==> src/hw/rtl/cartridge_bank_switch_mapper_defines.svh <==
// ----------------------------------------------------------------------------
// Cartridge mapper assertion macros
// Shared concurrent assertion forms, clocked on clk and disabled in reset.
// ----------------------------------------------------------------------------
`ifndef CARTRIDGE_BANK_SWITCH_MAPPER_DEFINES_SVH
`define CARTRIDGE_BANK_SWITCH_MAPPER_DEFINES_SVH

// consequent must hold in the same cycle as the antecedent
`define CBSM_ASSERT_NOW(label, ante, cons, msg) \
	label: assert property (@(posedge clk) disable iff (!arst_n) (ante) |-> (cons)) \
		else $error(msg);

// consequent must hold in the cycle after the antecedent
`define CBSM_ASSERT_NEXT(label, ante, cons, msg) \
	label: assert property (@(posedge clk) disable iff (!arst_n) (ante) |=> (cons)) \
		else $error(msg);

`endif

==> src/hw/rtl/cbsm_pkg.sv <==
// ----------------------------------------------------------------------------
// Cartridge mapper package
// Mapping modes, register indexes, hotspot and window addresses, shared types.
// ----------------------------------------------------------------------------
`timescale 1ns / 1ps

package cbsm_pkg;

	// mapping schemes
	localparam logic [2:0] MODE_1K = 3'd0;
	localparam logic [2:0] MODE_2K = 3'd1;
	localparam logic [2:0] MODE_4K = 3'd2;
	localparam logic [2:0] MODE_F8 = 3'd3;
	localparam logic [2:0] MODE_F6 = 3'd4;
	localparam logic [2:0] MODE_F4 = 3'd5;
	localparam logic [2:0] MODE_FA = 3'd6;

	// configuration register indexes
	localparam logic [2:0] CFG_MAP_MODE   = 3'd0;
	localparam logic [2:0] CFG_SUPERCHIP  = 3'd1;
	localparam logic [2:0] CFG_BANK_COUNT = 3'd2;
	localparam logic [2:0] CFG_START_BANK = 3'd3;
	localparam logic [2:0] CFG_ROM_BYTES  = 3'd4;

	// hotspot ranges
	localparam logic [12:0] HS_F8_BASE = 13'h1ff8;
	localparam logic [12:0] HS_F6_BASE = 13'h1ff6;
	localparam logic [12:0] HS_F4_BASE = 13'h1ff4;
	localparam logic [12:0] HS_F4_TOP  = 13'h1ffb;
	localparam logic [12:0] HS_FA_TOP  = 13'h1ffa;
	localparam logic [12:0] HS_F8_TOP  = 13'h1ff9;

	// RAM windows
	localparam logic [12:0] FA_RD_LO  = 13'h1100;
	localparam logic [12:0] FA_RD_HI  = 13'h11ff;
	localparam logic [12:0] FA_WR_HI  = 13'h10ff;
	localparam logic [12:0] SC_RD_LO  = 13'h1080;
	localparam logic [12:0] SC_WR_HI  = 13'h107f;

	// largest bank number a hotspot may select, plus one
	localparam logic [3:0] MAX_BANKS = 4'd8;

	// configuration seen by the decoder
	typedef struct packed {
		logic [2:0]  map_mode;
		logic        superchip;
		logic [3:0]  bank_limit;
		logic [15:0] rom_bytes;
	} cfg_t;

	// decode result for one bus access
	typedef struct packed {
		logic        sel;        // cartridge space
		logic        valid;      // read_data is the answer
		logic [7:0]  rdata;      // constant answer (zero window or 0xff)
		logic        ram_rd;     // answer comes from cart RAM
		logic        ram_we;     // write byte to cart RAM
		logic [7:0]  ram_idx;    // RAM entry, already folded to the RAM depth
		logic        fetch;      // external ROM serves the read
		logic [14:0] offset;     // physical ROM offset
		logic [2:0]  bank_next;  // bank after this access
	} dec_t;

endpackage

==> src/hw/rtl/cbsm_decode.sv <==
// ----------------------------------------------------------------------------
// Cartridge mapper access decoder
// Hotspot bank switching, RAM window decode and ROM offset for one access.
// ----------------------------------------------------------------------------
`timescale 1ns / 1ps

module cbsm_decode #(
	parameter int CART_RAM_BYTES = 256
) (
	input  cbsm_pkg::cfg_t  cfg,
	input  logic [2:0]      bank,
	input  logic            is_write,
	input  logic [12:0]     bus,
	output cbsm_pkg::dec_t  dec
);

	localparam logic [7:0] FA_IDX_MASK = 8'(CART_RAM_BYTES - 1);

	logic        hs_en;
	logic [12:0] hs_base;
	logic [12:0] hs_top;
	logic [12:0] hs_diff;
	logic        hs_ok;
	logic [2:0]  bank_sw;
	logic        is_fa;
	logic        fa_wr_win;
	logic        fa_rd_win;
	logic        sc_wr_win;
	logic        sc_rd_win;
	logic [14:0] phys;

	// hotspot range for the current mode
	always_comb begin
		hs_en   = 1'b1;
		hs_base = cbsm_pkg::HS_F8_BASE;
		hs_top  = cbsm_pkg::HS_F8_TOP;
		case (cfg.map_mode)
			cbsm_pkg::MODE_F8: begin
				hs_base = cbsm_pkg::HS_F8_BASE;
				hs_top  = cbsm_pkg::HS_F8_TOP;
			end
			cbsm_pkg::MODE_F6: begin
				hs_base = cbsm_pkg::HS_F6_BASE;
				hs_top  = cbsm_pkg::HS_F8_TOP;
			end
			cbsm_pkg::MODE_F4: begin
				hs_base = cbsm_pkg::HS_F4_BASE;
				hs_top  = cbsm_pkg::HS_F4_TOP;
			end
			cbsm_pkg::MODE_FA: begin
				hs_base = cbsm_pkg::HS_F8_BASE;
				hs_top  = cbsm_pkg::HS_FA_TOP;
			end
			default: hs_en = 1'b0;
		endcase
	end

	// switch only to a bank that exists
	assign hs_diff = bus - hs_base;
	assign hs_ok   = hs_en && (bus >= hs_base) && (bus <= hs_top)
		&& (hs_diff[3:0] < cfg.bank_limit) && (hs_diff[3:0] < cbsm_pkg::MAX_BANKS);
	assign bank_sw = hs_ok ? hs_diff[2:0] : bank;

	// RAM windows (bus is known to sit at or above 0x1000 when they matter)
	assign is_fa     = (cfg.map_mode == cbsm_pkg::MODE_FA);
	assign fa_wr_win = is_fa && (bus <= cbsm_pkg::FA_WR_HI);
	assign fa_rd_win = is_fa && (bus >= cbsm_pkg::FA_RD_LO) && (bus <= cbsm_pkg::FA_RD_HI);
	assign sc_wr_win = cfg.superchip && (bus <= cbsm_pkg::SC_WR_HI);
	assign sc_rd_win = cfg.superchip && (bus >= cbsm_pkg::SC_RD_LO)
		&& (bus <= cbsm_pkg::FA_WR_HI);

	// physical ROM offset from the switched bank
	always_comb begin
		case (cfg.map_mode)
			cbsm_pkg::MODE_1K: phys = {2'b00, bank_sw, bus[9:0]};
			cbsm_pkg::MODE_2K: phys = {1'b0, bank_sw, bus[10:0]};
			default:           phys = {bank_sw, bus[11:0]};
		endcase
	end

	// access decode
	always_comb begin
		dec           = '0;
		dec.bank_next = bank;
		if (bus[12]) begin
			dec.sel = 1'b1;
			if (is_write) begin
				if (fa_wr_win) begin
					dec.ram_we  = 1'b1;
					dec.ram_idx = bus[7:0] & FA_IDX_MASK;
				end else if (sc_wr_win) begin
					dec.ram_we  = 1'b1;
					dec.ram_idx = {1'b0, bus[6:0]};
				end else begin
					dec.bank_next = bank_sw;
				end
			end else if (fa_rd_win) begin
				dec.valid   = 1'b1;
				dec.ram_rd  = 1'b1;
				dec.ram_idx = bus[7:0] & FA_IDX_MASK;
			end else if (fa_wr_win || sc_wr_win) begin
				dec.valid = 1'b1;
			end else if (sc_rd_win) begin
				dec.valid   = 1'b1;
				dec.ram_rd  = 1'b1;
				dec.ram_idx = {1'b0, bus[6:0]};
			end else begin
				dec.bank_next = bank_sw;
				if ({1'b0, phys} < cfg.rom_bytes) begin
					dec.fetch  = 1'b1;
					dec.offset = phys;
				end else begin
					dec.valid = 1'b1;
					dec.rdata = 8'hff;
				end
			end
		end
	end

endmodule

==> src/hw/rtl/cbsm_ram.sv <==
// ----------------------------------------------------------------------------
// Cartridge mapper RAM
// Cart RAM with one write and one registered read port; per-entry valid bits
// make unwritten entries read as zero straight out of reset.
// ----------------------------------------------------------------------------
`timescale 1ns / 1ps

module cbsm_ram #(
	parameter int CART_RAM_BYTES = 256,
	parameter int AW = $clog2(CART_RAM_BYTES)
) (
	input  logic          clk,
	input  logic          arst_n,
	input  logic          we,
	input  logic          rd_en,
	input  logic [AW-1:0] idx,
	input  logic [7:0]    wdata,
	output logic [7:0]    rdata
);

	logic [7:0]                mem [CART_RAM_BYTES];
	logic [CART_RAM_BYTES-1:0] vld_q;
	logic [7:0]                rd_q;
	logic                      rd_vld_q;

	// storage array and read data register
	always_ff @(posedge clk) begin
		if (we) begin
			mem[idx] <= wdata;
		end
		if (rd_en) begin
			rd_q <= mem[idx];
		end
	end

	// written-entry flags, cleared at reset
	always_ff @(posedge clk or negedge arst_n) begin
		if (!arst_n) begin
			vld_q    <= '0;
			rd_vld_q <= 1'b0;
		end else begin
			if (we) begin
				vld_q[idx] <= 1'b1;
			end
			if (rd_en) begin
				rd_vld_q <= vld_q[idx];
			end
		end
	end

	assign rdata = rd_vld_q ? rd_q : 8'h00;

endmodule

==> src/hw/rtl/cartridge_bank_switch_mapper.sv <==
// ----------------------------------------------------------------------------
// Cartridge bank switch mapper
// Decodes CPU bus accesses for 1K/2K/4K/F8/F6/F4/FA cartridges with
// superchip and FA RAM.
// ----------------------------------------------------------------------------
//  channel | dir | handshake           | payload
//  s_      | in  | s_tvalid/s_tready   | tdata: cpu_address, write_data
//          |     |                     | tuser: req_type
//  m_      | out | m_tvalid/m_tready   | tdata: read_data, rom_offset, bank_now
//          |     |                     | tuser: cart_selected, data_valid, rom_fetch
//  cfg_    | in  | cfg_valid/cfg_ready | cfg_index, cfg_data
//
// One word per cycle sustained while the result side is not stalled; a word passes the input
// register, then the result register with the cart RAM read register beside it.
// The bank register updates as a word leaves the input register, so the
// next word already decodes with the new bank.
// Reset clears the bank and RAM valid flags and loads the config defaults at once; no clearing pass.
// A stalled result holds the input register; a new word is still taken
// while the result register is full and being drained.
// ----------------------------------------------------------------------------
`timescale 1ns / 1ps
`include "cartridge_bank_switch_mapper_defines.svh"

module cartridge_bank_switch_mapper #(
	parameter int CART_RAM_BYTES = 256
) (
	input  logic        clk,
	input  logic        arst_n,
	// input words
	input  logic        s_tvalid,
	output logic        s_tready,
	input  logic [23:0] s_tdata,   // [15:0] cpu_address, [23:16] write_data
	input  logic        s_tuser,   // [0] req_type
	// result words
	output logic        m_tvalid,
	input  logic        m_tready,
	output logic [31:0] m_tdata,   // [7:0] read_data, [22:8] rom_offset, [25:23] bank_now
	output logic [2:0]  m_tuser,   // [0] cart_selected, [1] data_valid, [2] rom_fetch
	// configuration writes
	input  logic        cfg_valid,
	output logic        cfg_ready,
	input  logic [2:0]  cfg_index,
	input  logic [15:0] cfg_data
);

	localparam int RAM_AW = $clog2(CART_RAM_BYTES);

	cbsm_pkg::cfg_t cfg_q;
	logic [2:0]     bank_q;

	logic           v_s1;
	logic           wr_s1;
	logic [12:0]    bus_s1;
	logic [7:0]     wdata_s1;

	logic           v_s2;
	cbsm_pkg::dec_t dec_s2;

	cbsm_pkg::dec_t dec;
	logic           adv;
	logic           cfg_wr;
	logic [7:0]     ram_rdata;

	assign cfg_ready = 1'b1;
	assign cfg_wr    = cfg_valid && cfg_ready;

	// stage flow: input register advances when the result register frees up
	assign adv      = v_s1 && (!v_s2 || m_tready);
	assign s_tready = !v_s1 || adv;

	// configuration registers and current bank
	always_ff @(posedge clk or negedge arst_n) begin
		if (!arst_n) begin
			cfg_q.map_mode   <= cbsm_pkg::MODE_4K;
			cfg_q.superchip  <= 1'b0;
			cfg_q.bank_limit <= 4'd1;
			cfg_q.rom_bytes  <= 16'd4096;
			bank_q           <= 3'd0;
		end else begin
			if (cfg_wr) begin
				case (cfg_index)
					cbsm_pkg::CFG_MAP_MODE:   cfg_q.map_mode   <= cfg_data[2:0];
					cbsm_pkg::CFG_SUPERCHIP:  cfg_q.superchip  <= cfg_data[0];
					cbsm_pkg::CFG_BANK_COUNT: cfg_q.bank_limit <= cfg_data[3:0];
					cbsm_pkg::CFG_ROM_BYTES:  cfg_q.rom_bytes  <= cfg_data;
					default: ;
				endcase
			end
			if (cfg_wr && (cfg_index == cbsm_pkg::CFG_START_BANK)) begin
				bank_q <= cfg_data[2:0];
			end else if (adv) begin
				bank_q <= dec.bank_next;
			end
		end
	end

	// input and result register valid flags
	always_ff @(posedge clk or negedge arst_n) begin
		if (!arst_n) begin
			v_s1 <= 1'b0;
			v_s2 <= 1'b0;
		end else begin
			if (s_tready) begin
				v_s1 <= s_tvalid;
			end
			if (adv) begin
				v_s2 <= 1'b1;
			end else if (m_tready) begin
				v_s2 <= 1'b0;
			end
		end
	end

	// input and result payload
	always_ff @(posedge clk) begin
		if (s_tvalid && s_tready) begin
			wr_s1    <= s_tuser;
			bus_s1   <= s_tdata[12:0];
			wdata_s1 <= s_tdata[23:16];
		end
		if (adv) begin
			dec_s2 <= dec;
		end
	end

	cbsm_decode #(
		.CART_RAM_BYTES(CART_RAM_BYTES)
	) u_decode (
		.cfg      (cfg_q),
		.bank     (bank_q),
		.is_write (wr_s1),
		.bus      (bus_s1),
		.dec      (dec)
	);

	cbsm_ram #(
		.CART_RAM_BYTES(CART_RAM_BYTES)
	) u_ram (
		.clk    (clk),
		.arst_n (arst_n),
		.we     (adv && dec.ram_we),
		.rd_en  (adv),
		.idx    (RAM_AW'(dec.ram_idx)),
		.wdata  (wdata_s1),
		.rdata  (ram_rdata)
	);

	// result word
	assign m_tvalid = v_s2;
	assign m_tdata  = {6'd0, dec_s2.bank_next, dec_s2.offset,
		(dec_s2.ram_rd ? ram_rdata : dec_s2.rdata)};
	assign m_tuser  = {dec_s2.fetch, dec_s2.valid, dec_s2.sel};

	// a result is either answered here or fetched from ROM, never both
	`CBSM_ASSERT_NOW(a_answer_excl, m_tvalid, !(m_tuser[1] && m_tuser[2]), "valid and fetch both set")

	// a ROM fetch only comes from cartridge space
	`CBSM_ASSERT_NOW(a_fetch_in_cart, m_tvalid && m_tuser[2], m_tuser[0], "fetch outside cart")

	// with the result register empty the input side always takes a word
	`CBSM_ASSERT_NOW(a_skid_ready, !v_s2, s_tready, "input stalled with empty result register")

	// an access outside cartridge space leaves the bank alone
	`CBSM_ASSERT_NEXT(a_bank_hold, adv && !dec.sel && !cfg_valid, bank_q == $past(bank_q), "bank moved")

endmodule

==> config.mk <==
export PLATFORM = sky130hd
export DESIGN_NAME = cartridge_bank_switch_mapper
export DESIGN_NICKNAME = d
export VERILOG_FILES = /design/src/hw/rtl/cbsm_pkg.sv /design/src/hw/rtl/cbsm_decode.sv /design/src/hw/rtl/cbsm_ram.sv /design/src/hw/rtl/cartridge_bank_switch_mapper.sv
export VERILOG_INCLUDE_DIRS = /design/src /design/src/hw/rtl
export SDC_FILE = /design/constraint.sdc
export NUM_CORES = 2
export LEC_CHECK = 0
export ABC_AREA = 1
export BUFFER_PORTS_ARGS = -buffer_cell sky130_fd_sc_hd__buf_2
export CAP_MARGIN = 20
export CORE_MARGIN = 5
export CORE_UTILIZATION = 60
export DETAILED_ROUTE_END_ITERATION = 10
export MAX_ROUTING_LAYER = met4
export PLACE_DENSITY_LB_ADDON = 0.3
export REMOVE_ABC_BUFFERS = 1
export SETUP_SLACK_MARGIN = 0.02
export SLEW_MARGIN = 20
export SYNTH_ARGS = -nofsm -noshare
export SYNTH_HDL_FRONTEND = slang
export SYNTH_SLANG_ARGS = --single-unit
==> constraint.sdc <==
create_clock -name clk -period 11.8 [get_ports clk]
set_clock_uncertainty 0.2 [all_clocks]
set_input_delay 2.36 -clock clk [delete_from_list [all_inputs] [get_ports clk]]
set_output_delay 2.36 -clock clk [all_outputs]
set_load 0.02 [all_outputs]
==> After elaboration in Yosys (flattened, before gate mapping) <==
Memories as Yosys holds them, arrays and structs flattened. A register that Yosys moved wholly into a read port is not among the register bits.
Cells that the tools add are included.
{ "word_totals": {"ff_bits": 338, "output_inout_bits": 38, "in_bits": 49, "ram_bits": 2048, "n_memories": 1, "word_cells": 119} }
{ "memory_table": {"columns": ["memory", "depth", "width", "read_ports", "rd_clocked_by_memory_dff", "wr", "line_no", "source"], "rows": [
  ["u_ram.mem", 256, 8, 1, 1, 1, "cbsm_ram.sv:21", "logic [7:0] mem [CART_RAM_BYTES];"]
]} }
{ "classes": {"bitwise_logic": 3, "add_sub_neg": 1, "magnitude_cmp": 12, "muxes": 42, "reduce_logical": 32, "n_eq_ne": 9} }
{ "ops": {"columns": ["operator", "count"], "rows": [
  ["$or A256 B256 Y256", 1],
  ["$mux W8", 6],
  ["$le A13 B13 Y1 const B", 3],
  ["$mux W39", 1],
  ["$mux W19", 2],
  ["$mux W9", 4],
  ["$mux W16", 2],
  ["$pmux W15 S2", 1],
  ["$mux W27", 1],
  ["$ge A13 B13 Y1 const B", 2],
  ["$mux W3", 6],
  ["$lt A15 B16 Y1", 1],
  ["$logic_and A1 B1 Y1", 15],
  ["$ge A13 B13 Y1", 1],
  ["$le A13 B13 Y1", 1],
  ["$mux W1", 13],
  ["$eq A3 B3 Y1 const B", 4],
  ["$mux W10", 1],
  ["$eq A3 B2 Y1 const B", 3],
  ["$lt A8 B9 Y1 const B", 1],
  ["$bmux W1 S8", 1],
  ["$demux W1 S8", 1],
  ["$ge A8 B1 Y1 const B", 1],
  ["$pmux W4 S2", 1],
  ["other kinds (16)", 26]
]} }

==> Logic depth before layout (Yosys ltp) <==
{ "logic_depth": {"word_depth": 21, "mapped_depth": 26, "mapped_depth_nobuf": 25} }

==> By module <==
Synthesis repeated with hierarchy kept, for this count alone.
{ "unflattened": {"cells_unflattened": 7003, "hier_area_um2": 93639.8} }
{ "by_module_without_submodules": {"columns": ["module", "n_inst", "cells_per_inst", "area_per_inst_um2"], "rows": [
  ["cbsm_ram", 1, 6532, 89113.0],
  ["cartridge_bank_switch_mapper", 1, 229, 3191.8],
  ["cbsm_decode", 1, 242, 1335.0]
]} }

==> Least setup slack after synthesis <==
Ideal clock, no wire load.
{ "synth_timing": {"kind": "input to output", "from": "input m_tready", "to": "output s_tready", "path_slack_ns": 6.627, "required_time_ns": 9.240, "n_path_buf": 0, "stages": 2, "arrival_time_ns": 2.613, "path_cell_list": "inv_1 nand3_1"} }
{ "synth_via": {"elab_chain_len": 3} }
{ "synth_rtl": {"columns": ["element", "line_no", "source"], "rows": [
  ["start, declared", "cartridge_bank_switch_mapper.sv:36", "input logic m_tready,"],
  ["$logic_or A1 B1 Y1", "cartridge_bank_switch_mapper.sv:68", "assign adv = v_s1 && (!v_s2 || m_tready);"],
  ["$logic_and A1 B1 Y1", "cartridge_bank_switch_mapper.sv:68", null],
  ["$logic_or A1 B1 Y1", "cartridge_bank_switch_mapper.sv:69", "assign s_tready = !v_s1 || adv;"],
  ["end, declared", "cartridge_bank_switch_mapper.sv:31", "output logic s_tready,"]
]} }
Every way passes these cells.

==> Worst setup path in the final report <==
{ "layout_timing": {"from": "register bus_s1[0]", "to": "register u_ram.rd_q[7] (read register of u_ram.mem) (data pin)"} }
{ "layout_via": {"elab_chain_len": 8} }
{ "layout_rtl": {"columns": ["element", "line_no", "source"], "rows": [
  ["start, declared", "cartridge_bank_switch_mapper.sv:53", "logic [12:0] bus_s1;"],
  ["start signal, assigned", "cartridge_bank_switch_mapper.sv:118", "bus_s1 <= s_tdata[12:0];"],
  ["$ge A13 B13 Y1", "cbsm_decode.sv:69", "assign sc_rd_win = cfg.superchip && (bus >= cbsm_pkg::SC_RD_LO)"],
  ["$logic_and A1 B1 Y1", "cbsm_decode.sv:69", null],
  ["$logic_and A1 B1 Y1", "cbsm_decode.sv:70", "&& (bus <= cbsm_pkg::FA_WR_HI);"],
  ["$mux W7", "cbsm_decode.sv:103", "end else if (sc_rd_win) begin"],
  ["$mux W27", "cbsm_decode.sv:101", "end else if (fa_wr_win || sc_wr_win) begin"],
  ["$mux W8", "cbsm_decode.sv:97", "end else if (fa_rd_win) begin"],
  ["$mux W8 (*)", "cbsm_decode.sv:87", "if (is_write) begin"],
  ["$mux W39 (*)", "cbsm_decode.sv:85", "if (bus[12]) begin"],
  ["end, declared", "cbsm_ram.sv:23", "logic [7:0] rd_q;"]
]} }
Mark *: on every way between the ends. The rest lies on a longest branch, timed or not.
A chain may end at the register's enable or synchronous reset.

==> flow_summary_export.csv <==
group,metric,value,unit
run_status,status,"finished clean",
worst_setup_path,crit_type,"flop to flop",
cts,ctsHoldBuffers,0,
cts,cts_resized,0,
sta,fmax,0.152,GHz
worst_setup_path,worstReg2RegEnd,"u_ram.rd_q[7]$_DFFE_PP_",
power_and_ir_drop,leakagePower,0.0373,uW
cts,numCtsBuffers,220,
grt,grt_pass1_vias,57683,
cts,cts_tree,"yes",
worst_setup_path,path_max_fanout,104,
synth,synthCells,7235,
synth,ys_seq_area_share,75.1,%
power_and_ir_drop,vdd_drop_max,164,uV
die,rows,145,
worst_setup_path,critical_path_arrival,7.12,ns
final_layout,final-seq-area,70300,um^2
power_and_ir_drop,p_per_area,170,nW/um^2
final_layout,nFillCells,10711,
sta,slew-limit-headroom,15.9,%
sta,setup_violations,0,
worst_setup_path,cp-startpoint,"bus_s1[0]$_DFFE_PP_",
sta,tns,0,ns
synth,synth-seq-cells,2387,
final_layout,nets,7290,
drt,ant_nets,0,
worst_setup_path,r2r_slack,5.22,ns
final_layout,area_delta_synth_final,9.78,%
grt,grt_pass1_wl,373,mm
grt,grt_max_degree,253,
run,cap_viol_max_count,0,
worst_setup_path,ff2ff_path_depth,15,
synth,syn_area,93600,um^2
cts,cts_setup_buffers,0,
worst_setup_path,startpoint_type,"flop",
drt,vias,59994,
synth,async_reset_ff_share,12.0,%
drt,drc,0,
sta,rsz0062_at_grt,"false",
final_layout,multiInputGateArea,20600,um^2
worst_setup_path,crit_end,"u_ram.rd_q[7]$_DFFE_PP_",
grt,antenna_found_initial,5,
die,fp.dieW,405,um
drt,dr.pass1.iters,8,
die,core_region_area,156000,um^2
synth,synth.distinct_cells,53,
sta,worstMarginPinSlew,1.26,ns
sta,hold_viol_final,0,
final_layout,drive_above_1_share,9.35,%
drt,vias_per_cell,6.33,
cts,cts_buffer_depth,3,
drt,wl,255,mm
cts,cts.sinks,2387,
placed_design,pre_cts_ws,5.67,ns
die,start_util,60.1,%
grt,track_usage,31.8,%
synth,synth_flop_cell,"edfxtp_1",
drt,routedWlPerCell,26.9,um
synth,synth_edf_count,2101,
synth,ys_warn_count,0,
cts,path_clk_slew,0.06,ns
sta,slew_viol_final,0,
worst_setup_path,worstSetupEndpointType,"flop",
sta,setup_slack,5.22,ns
placed_design,gp_congestion,0.932,
sta,fin_crit,6.58,ns
hold_path,hp-class,"flop to flop",
cts,htreeDepth,4,
placed_design,port_buffers,76,
cts,cts-root-buf,"clkbuf_16",
placed_design,detailed_place_hpwl,142,mm
die,die-area,164000,um^2
synth,syn_avg_cell_area,12.9,um^2
die,dieHeight,405,um
worst_setup_path,required,12.34,ns
grt,grt-ovfl-total,0,
die,boundaryPins,87,
worst_setup_path,r2r-start,"bus_s1[0]$_DFFE_PP_",
cts,clkLatencyLatePin,0.86,ns
drt,drt-initial-drc-count,9178,
sta,period_share,55.8,%
## cell usage in the layout (no fill, tap or decap), drive strengths merged, types with 2 or more instances in the layout
cell type,Yosys,routed
edfxtp,2101,2101
nand2,2009,2009
a22oi,636,636
nor2,567,567
clkbuf,82,312
nand3,299,299
dfrtp,283,283
o21ai,244,244
inv,188,197
or2,186,186
buf,333,171
nand4,112,112
a21oi,96,96
clkinv,2,74
ha,22,22
a31oi,21,21
bufinv,0,16
clkinvlp,0,9
nor3,8,8
o22ai,7,7
conb,2,7
and2,6,6
diode,0,5
o221ai,5,5
a22o,4,4
o21a,3,3
dfstp,3,3
nor4,2,2
a211oi,2,2
o31ai,2,2
nand3b,2,2
## routing by layer
layer | part of all wire [%] | routed length [um] | track usage, %
met1 | 36 | 92700 | 42.7
met2 | 45 | 116000 | 46.5
met3 | 13 | 32900 | 8.16
met4 | 5.2 | 13300 | 14.5
met5 | 0 | 0 | -
## layout make-up
class | count | area share, %
flip-flops and latches | 2387 | 68.4
multi-input cells | 4248 | 20.0
clock buffers | 312 | 6.05
well taps | 2058 | 2.51
repair buffers | 171 | 1.27
clock inverters | 106 | 1.03
inverters | 190 | 0.716
diodes | 5 | 0.0122
## worst max-delay path, stage by stage, from the launching register on
cell and delay, ns:
edfxtp_1 1.01, buf_4 0.55, nand2_1 0.12, inv_2 0.06, buf_4 0.53, nand3_4 0.70
inv_8 0.86, buf_4 0.73, a22oi_1 0.15, a31oi_1 0.23, nor2_1 0.08, nand2_1 0.08
nand2_1 0.15, a21oi_1 0.52, nor2_1 0.12, nand3_1 0.09
## through the flow
step	std cells	cell area (um^2)	total power [uW]	utilization, %	hold WS, ns
2_1_floorplan	6825	91500	10100	-	0.224
3_3_place_gp	9051	95300	10400	61.3	0.236
3_5_place_dp	9051	95300	10500	61.3	0.240
4_1_cts	9469	103000	17400	65.9	0.254
5_1_grt	9475	103000	17900	66.0	0.267
6_report	9477	103000	17400	66.0	0.255
## worst min path at each step
stage / start / end / slack (ns) / cells after the start
final: u_ram.vld_q[146]$_DFFE_PN0P_ / u_ram.vld_q[146]$_DFFE_PN0P_ / 0.26 / 2
after global placement: u_ram.vld_q[49]$_DFFE_PN0P_ / u_ram.vld_q[49]$_DFFE_PN0P_ / 0.24 / 2
after floorplan: u_ram.vld_q[101]$_DFFE_PN0P_ / u_ram.vld_q[101]$_DFFE_PN0P_ / 0.22 / 2
after detailed placement: u_ram.vld_q[146]$_DFFE_PN0P_ / u_ram.vld_q[146]$_DFFE_PN0P_ / 0.24 / 2
after global routing: u_ram.vld_q[94]$_DFFE_PN0P_ / u_ram.vld_q[94]$_DFFE_PN0P_ / 0.27 / 2
after CTS: u_ram.vld_q[146]$_DFFE_PN0P_ / u_ram.vld_q[146]$_DFFE_PN0P_ / 0.25 / 2
## power breakdown
group	switching, uW	total [uW]	internal (uW)
logic	780	1000	222
clock network	3090	7110	4020
registers	37.2	9330	9290
total	3910	17400	13500
## sequential cells by signal, indices dropped and copies added (netlist names)
name / cells
bus_s1: 13
wr_s1: 1
bank_q: 3
cfg_q: 24
u_ram.vld_q: 256
v_s1: 1
m_tuser: 3
u_ram.rd_q: 8
u_ram.mem: 2048
dec_s2: 2
u_ram.rd_vld_q: 1
m_tdata: 18
wdata_s1: 8
m_tvalid: 1
## cells in the mapped netlist (3+ instances only)
cell,instances,area (um^2)
edfxtp_1,2101,63100
nand4_1,111,694
nand3_4,3,52.6
clkbuf_1,82,308
buf_2,269,1350
dfstp_2,3,78.8
o21ai_1,24,120
ha_1,22,275
dfrtp_1,283,7080
buf_4,43,323
or2_1,78,488
buf_1,16,60.1
a21oi_1,96,480
o22ai_1,7,43.8
inv_2,24,90.1
o21a_1,3,22.5
nand3_1,295,1480
and2_1,6,37.5
a31oi_1,21,131
nor3_1,8,40.0
nor2_1,548,2060
buf_6,5,56.3
a22oi_1,636,4770
a22o_1,4,35.0
or2_2,108,676
nand2_1,2000,7510
o221ai_1,5,43.8
nor2_4,10,113
nor2_2,7,43.8
inv_1,162,608
nand2_2,7,43.8
o21ai_0,218,1090
## kinds of logic (layout without fill, tap and decap cells)
logic type	count (synthesis)	after routing	share of synthesized area, %
AND/OR/NAND/NOR	3191	3191	14.3
AO/OA/AOI/OAI	1026	1026	7.32
flip-flops	2387	2387	75.1
buffers and inverters	605	779	3.00
adder cells (fa/ha/maj)	23	23	0.316
other	2	12	0.00803
XOR/XNOR	1	1	0.00936
Power figures use the tool's default switching activity.
